File: config.mk
export PLATFORM = sky130hd
export DESIGN_NAME = mlbhd_ctrl
export DESIGN_NICKNAME = d
export VERILOG_FILES = /design/src/hdl/mlbhd_pkg.sv /design/src/hdl/mlbhd_ctrl.sv
export SDC_FILE = /design/constraint.sdc
export NUM_CORES = 1
export LEC_CHECK = 0
export BUFFER_PORTS_ARGS = -buffer_cell sky130_fd_sc_hd__buf_2
export CELL_PAD_IN_SITES_DETAIL_PLACEMENT = 0
export CELL_PAD_IN_SITES_GLOBAL_PLACEMENT = 2
export CORE_AREA = 2 2 47 49
export DETAILED_ROUTE_END_ITERATION = 7
export DIE_AREA = 0 0 49 51
export HOLD_SLACK_MARGIN = 0.15
export PLACE_DENSITY = 0.76
export SLEW_MARGIN = 20
export SYNTH_ARGS = -nofsm -noshare
export SYNTH_HDL_FRONTEND = slang
export SYNTH_SLANG_ARGS = --single-unit
File: constraint.sdc
create_clock -name clk -period 3.8 [get_ports clk]
set_clock_uncertainty 0.05 [all_clocks]
set_input_delay 0.38 -clock clk [delete_from_list [all_inputs] [get_ports clk]]
set_output_delay 0.38 -clock clk [all_outputs]
set_load 0.02 [all_outputs]
File: src/hdl/mlbhd_pkg.sv
// Shared constants, types and hash step functions for the multi-lane byte hash digest.
package mlbhd_pkg;

    // Lane count limits
    localparam int LANES_DEF = 16;
    localparam int MAX_LANES = 16;

    // Hash constants; the FNV prime is 2^40 + 0x1B3
    localparam logic [31:0] MUR_MUL         = 32'h5bd1e995;
    localparam logic [63:0] FNV_BASIS       = 64'hcbf29ce484222325;
    localparam logic [8:0]  FNV_PRIME_LO    = 9'h1B3;
    localparam int          FNV_PRIME_SHIFT = 40;

    // Digest mode codes; codes above MODE_L16 behave as MODE_L16
    localparam logic [2:0] MODE_MURMUR = 3'd0;
    localparam logic [2:0] MODE_FNV    = 3'd1;
    localparam logic [2:0] MODE_L2     = 3'd2;
    localparam logic [2:0] MODE_L4     = 3'd3;
    localparam logic [2:0] MODE_L8     = 3'd4;
    localparam logic [2:0] MODE_L16    = 3'd5;
    localparam logic [2:0] MODE_RESET  = MODE_L16;

    // Byte position of the final FNV step over a 32-bit lane word
    localparam logic [1:0] STEP_LAST = 2'd3;

    typedef enum logic {
        ST_IDLE,
        ST_FIN
    } state_t;

    // Commands from the controller to the datapath
    typedef struct packed {
        logic       absorb;
        logic       restart;
        logic       fin_step;
        logic       load;
        logic [1:0] step;
        logic [3:0] idx;
        logic       last_word;
    } ctrl_cmd_t;

    // Status from the datapath to the controller
    typedef struct packed {
        logic [2:0] mode;
    } dp_status_t;

    // Fixed per-lane seeds
    function automatic logic [31:0] lane_seed(input logic [3:0] i);
        logic [31:0] s;
        case (i)
            4'd0:    s = 32'h12345678;
            4'd1:    s = 32'h23456789;
            4'd2:    s = 32'h34567890;
            4'd3:    s = 32'h45678901;
            4'd4:    s = 32'h56789012;
            4'd5:    s = 32'h67890123;
            4'd6:    s = 32'h78901234;
            4'd7:    s = 32'h89012345;
            4'd8:    s = 32'h90123456;
            4'd9:    s = 32'h01234567;
            4'd10:   s = 32'h11234567;
            4'd11:   s = 32'h22345678;
            4'd12:   s = 32'h33456789;
            4'd13:   s = 32'h44567890;
            4'd14:   s = 32'h55678901;
            default: s = 32'h66789012;
        endcase
        return s;
    endfunction

    // One Murmur one-at-a-time byte step, mod 2^32
    function automatic logic [31:0] mur_step(input logic [31:0] h, input logic [7:0] b);
        logic [31:0] x;
        logic [31:0] p;
        x = h ^ {24'd0, b};
        p = x * MUR_MUL;
        return p ^ (p >> 15);
    endfunction

    // One FNV-1a 64 byte step; multiply by the prime as a shift plus a narrow product
    function automatic logic [63:0] fnv_step(input logic [63:0] f, input logic [7:0] b);
        logic [63:0] x;
        x = f ^ {56'd0, b};
        return (x << FNV_PRIME_SHIFT) + (x * {55'd0, FNV_PRIME_LO});
    endfunction

endpackage

File: src/hdl/mlbhd_ctrl.sv
// Controller for the byte hash digest: message intake, finalisation sequencing, output flag.
module mlbhd_ctrl #(
    parameter int LANES = mlbhd_pkg::LANES_DEF
) (
    input  logic                   clk,
    input  logic                   rst_n,
    input  logic                   in_valid,
    output logic                   in_ready,
    input  logic                   has_byte,
    input  logic                   last_byte,
    output logic                   out_valid,
    input  logic                   out_ready,
    input  mlbhd_pkg::dp_status_t  status,
    output mlbhd_pkg::ctrl_cmd_t   cmd
);
    import mlbhd_pkg::*;

    state_t     state_reg, state_next;
    logic [1:0] step_reg, step_next;
    logic [3:0] idx_reg, idx_next;
    logic       out_valid_reg, out_valid_next;
    logic       multi;
    logic       out_free;
    logic [3:0] words_last;
    logic [3:0] last_idx;

    // Digest shape from the mode
    always_comb
    begin
        multi = !(status.mode inside {MODE_MURMUR, MODE_FNV});
        case (status.mode)
            MODE_L2: words_last = 4'd1;
            MODE_L4: words_last = 4'd3;
            MODE_L8: words_last = 4'd7;
            default: words_last = 4'd15;
        endcase
        if (words_last > 4'(LANES - 1))
            last_idx = 4'(LANES - 1);
        else
            last_idx = words_last;
    end

    // Output register can take a new word
    assign out_free = !out_valid_reg || out_ready;

    // Outputs and commands
    always_comb
    begin
        in_ready      = (state_reg == ST_IDLE);
        cmd.absorb    = 1'b0;
        cmd.restart   = 1'b0;
        cmd.fin_step  = 1'b0;
        cmd.load      = 1'b0;
        cmd.step      = step_reg;
        cmd.idx       = idx_reg;
        cmd.last_word = multi ? (idx_reg == last_idx) : 1'b1;
        case (state_reg)
            ST_IDLE:
            begin
                cmd.absorb = in_valid && has_byte;
            end
            ST_FIN:
            begin
                if (multi)
                begin
                    cmd.fin_step = (step_reg != STEP_LAST);
                    cmd.load     = (step_reg == STEP_LAST) && out_free;
                end
                else
                begin
                    cmd.load = out_free;
                end
                cmd.restart = cmd.load && cmd.last_word;
            end
            default:
            begin
                cmd.absorb = 1'b0;
            end
        endcase
    end

    // Next state
    always_comb
    begin
        state_next = state_reg;
        case (state_reg)
            ST_IDLE:
            begin
                if (in_valid && last_byte)
                    state_next = ST_FIN;
            end
            ST_FIN:
            begin
                if (cmd.restart)
                    state_next = ST_IDLE;
            end
            default:
            begin
                state_next = ST_IDLE;
            end
        endcase
    end

    // Step and lane counters, output valid flag
    always_comb
    begin
        step_next = step_reg;
        idx_next  = idx_reg;
        if (cmd.fin_step)
            step_next = step_reg + 2'd1;
        else if (cmd.load)
            step_next = 2'd0;
        if (cmd.load)
            idx_next = cmd.restart ? 4'd0 : idx_reg + 4'd1;
        out_valid_next = cmd.load || (out_valid_reg && !out_ready);
    end

    assign out_valid = out_valid_reg;

    always_ff @(posedge clk or negedge rst_n)
    begin
        if (!rst_n)
        begin
            state_reg     <= ST_IDLE;
            step_reg      <= 2'd0;
            idx_reg       <= 4'd0;
            out_valid_reg <= 1'b0;
        end
        else
        begin
            state_reg     <= state_next;
            step_reg      <= step_next;
            idx_reg       <= idx_next;
            out_valid_reg <= out_valid_next;
        end
    end

endmodule

==> run summary <==
Worst Tran Pin Value -> 264 ps
Crit Path Max Fanout -> 11
RSZ-0062 raised after global routing -> false
Top FF cell, synth -> dfrtp_1
Leakage -> 0.331 nW
fin crit share -> 53.6%
Synth cell types -> 26
Max Clock Freq -> 491 MHz
gp weighted congestion -> 0.718
Mean Syn Cell Area -> 9.62 um^2
routed wire length -> 1040 um
clock sink total -> 8
GR Util All Layers -> 9.51%
top-count cell post-synth -> dfrtp_1
post-CTS sizing -> 0
dpl cell area -> 626 um^2
clk_lat worst skew -> 250 ps
Die Area -> 2500 um^2
clock buffer depth -> 2
number of flip-flops in the largest register -> 4
worst path cell trace -> ha_1, o21bai_2, and3_4, and2_1, buf_2
register bit total from synthesis -> 8
first-pass GRT wire length -> 1820 um
area leader, netlist -> dfrtp_1
routed via count -> 458
Worst-path clk slew -> 60 ps
pwr/cell area -> 792 nW/um^2
final setup TNS -> 0 ps
largest net degree at the start of global routing -> 12
Final setup viols -> 0
sequential area share after synthesis -> 40.0%
TritonCTS clock tree -> yes
grt met1 use -> 11.2%
hold violation count in the final report -> 0
vias in the first global route -> 422
DRC -> 0
post-synthesis cell area -> 500 um^2
number of synthesized flops with an enable pin -> 0
initial core utilization -> 24.3%
Req. time, crit path -> 3370 ps
largest cells by area after synthesis -> dfrtp_1 (40%), a21oi_1 (5.0%), ha_1 (5.0%), nor2b_1 (5.0%), and2_1 (3.8%)
Via-to-Cell Ratio -> 4.40
Routed wire per std cell -> 10.0 um
Final Max Slew Viols -> 0
GRT Max-Usage Layer -> met2
Nets -> 89
Critical Path AT -> 1610 ps
Worst Setup End Kind -> output pin
worst path buffer plus inverter count -> 1
die height -> 51 um
CTS H-tree depth -> 1
total CTS buffers -> 3
met2 GRT Util -> 15.5%
Rel. slew slack -> 82.3%
Synth top cells by count -> dfrtp_1 (8), a21oi_1 (5), nor2_1 (5), nor2b_1 (4)
Syn. warnings -> 0
Mapped Cells -> 52
Yosys top cell area share -> 40.0%
IO buf count -> 21
Detailed Place HPWL -> 837 um
DR pass1 iterations -> 2
Seq. cell area -> 200 um^2
global route overflow -> 0
Root Driver -> clkbuf_4
IO Count -> 22
Die Wd -> 49 um
Post-Synthesis Net Count -> 63
diodes inserted -> 0
Synth-to-Final Area Change -> 31.5%
Top delay family on crit path -> flip-flops
Async SR Flop Fraction -> 100%
share of layout cells above drive strength 1 -> 36.8%
CP max-delay cell -> dfrtp_1
max-cap viol count -> 0
core area -> 2060 um^2
number of core rows -> 17
Hold Crit Class -> primary input to flip-flop
met3 usage -> 2.63%
Multi-input gate area -> 278 um^2
Peak VDD IR -> 317 uV
max incr delay on CP -> 410 ps
antenna violations before repair -> 0
Post-DRT Antenna Nets -> 0
finished layout cell area -> 658 um^2
status -> finished clean
startpoint types -> flip-flop
number of DRC markers in iteration 0 -> 5
Layout fillers -> 233
Setup CP Type -> flip-flop to output pin
Final Critical Period -> 2040 ps
==> path summary, 6_finish.rpt <==
path	slack (ps)	cells after the start	startpoint	endpoint
setup reg to reg	2230	5	step_reg[0]	step_reg[0]
min in group asynchronous	440	2	rst_n	out_valid
max in group asynchronous	3090	2	rst_n	idx_reg[1]
hold / removal	350	3	last_byte	state_reg
setup / recovery	1760	5	step_reg[0]	cmd[9]
hold reg to reg	470	1	step_reg[1]	step_reg[1]
==> what timing repair did <==
action | CTS | global route
buffers inserted | 0 | 0
hold buffers | 1 | 0
endpoints found under the hold margin | 8 | 0
==> through the flow <==
step | util, % | hold WS (ps) | total power [mW] | setup slack [ps] | cells
after floorplan | - | 34.4 | 0.388 | 1900 | 52
after global placement | 30.3 | 189 | 0.466 | 1960 | 100
after detailed placement | 30.3 | 183 | 0.464 | 1920 | 100
after CTS | 31.9 | 344 | 0.532 | 1740 | 104
after global routing | 31.9 | 381 | 0.570 | 1620 | 104
final | 31.9 | 349 | 0.521 | 1760 | 104
==> final cells by class <==
cell class,instances,area share (%)
repair buffers,22,17.5
well taps,28,5.32
multi-input cells,41,42.2
flip-flops and latches,8,30.4
inverters,2,1.14
clock buffers,3,3.42
==> routing by layer <==
layer	vias up	wire, um
met3	2	96
met1	201	490
met2	17	446
li1	238	-
met5	-	0
met4	0	10
==> worst reg2reg max path: stages, from the launching register on <==
cell	delay (ps)
dfrtp_1	410
ha_1	210
o21bai_2	220
nor2_1	240
nor2_2	80
mux2_4	250
==> report_power, final <==
part	switching [mW]	internal (mW)	total [mW]
logic	0.166	0.125	0.292
registers	0.0416	0.125	0.166
clock network	0.0271	0.0360	0.0632
==> cell usage in the layout (no fill, tap or decap), types with 2 or more instances in the layout <==
cell      synthesis  final
inv_1             2      2
and2_1            3      3
ha_1              2      2
nand2_1           2      2
nor2_1            5      5
buf_2             0     21
clkbuf_4          0      3
dfrtp_1           8      8
nand2b_1          2      2
nor2b_1           4      4
a21oi_1           5      5
o21ai_0           3      3
==> cells by family (layout without fill, tap and decap cells) <==
logic type      count (synthesis)  in the layout  share of synthesized area [%]
simple gates                   21             21                           23.8
buf+inv                         3             27                           4.50
compound gates                 15             15                           19.5
flops                           8              8                           40.0
mux                             3              3                           7.25
fa+ha+maj                       2              2                           5.00
No activity file was read; power rests on OpenSTA's default activity.
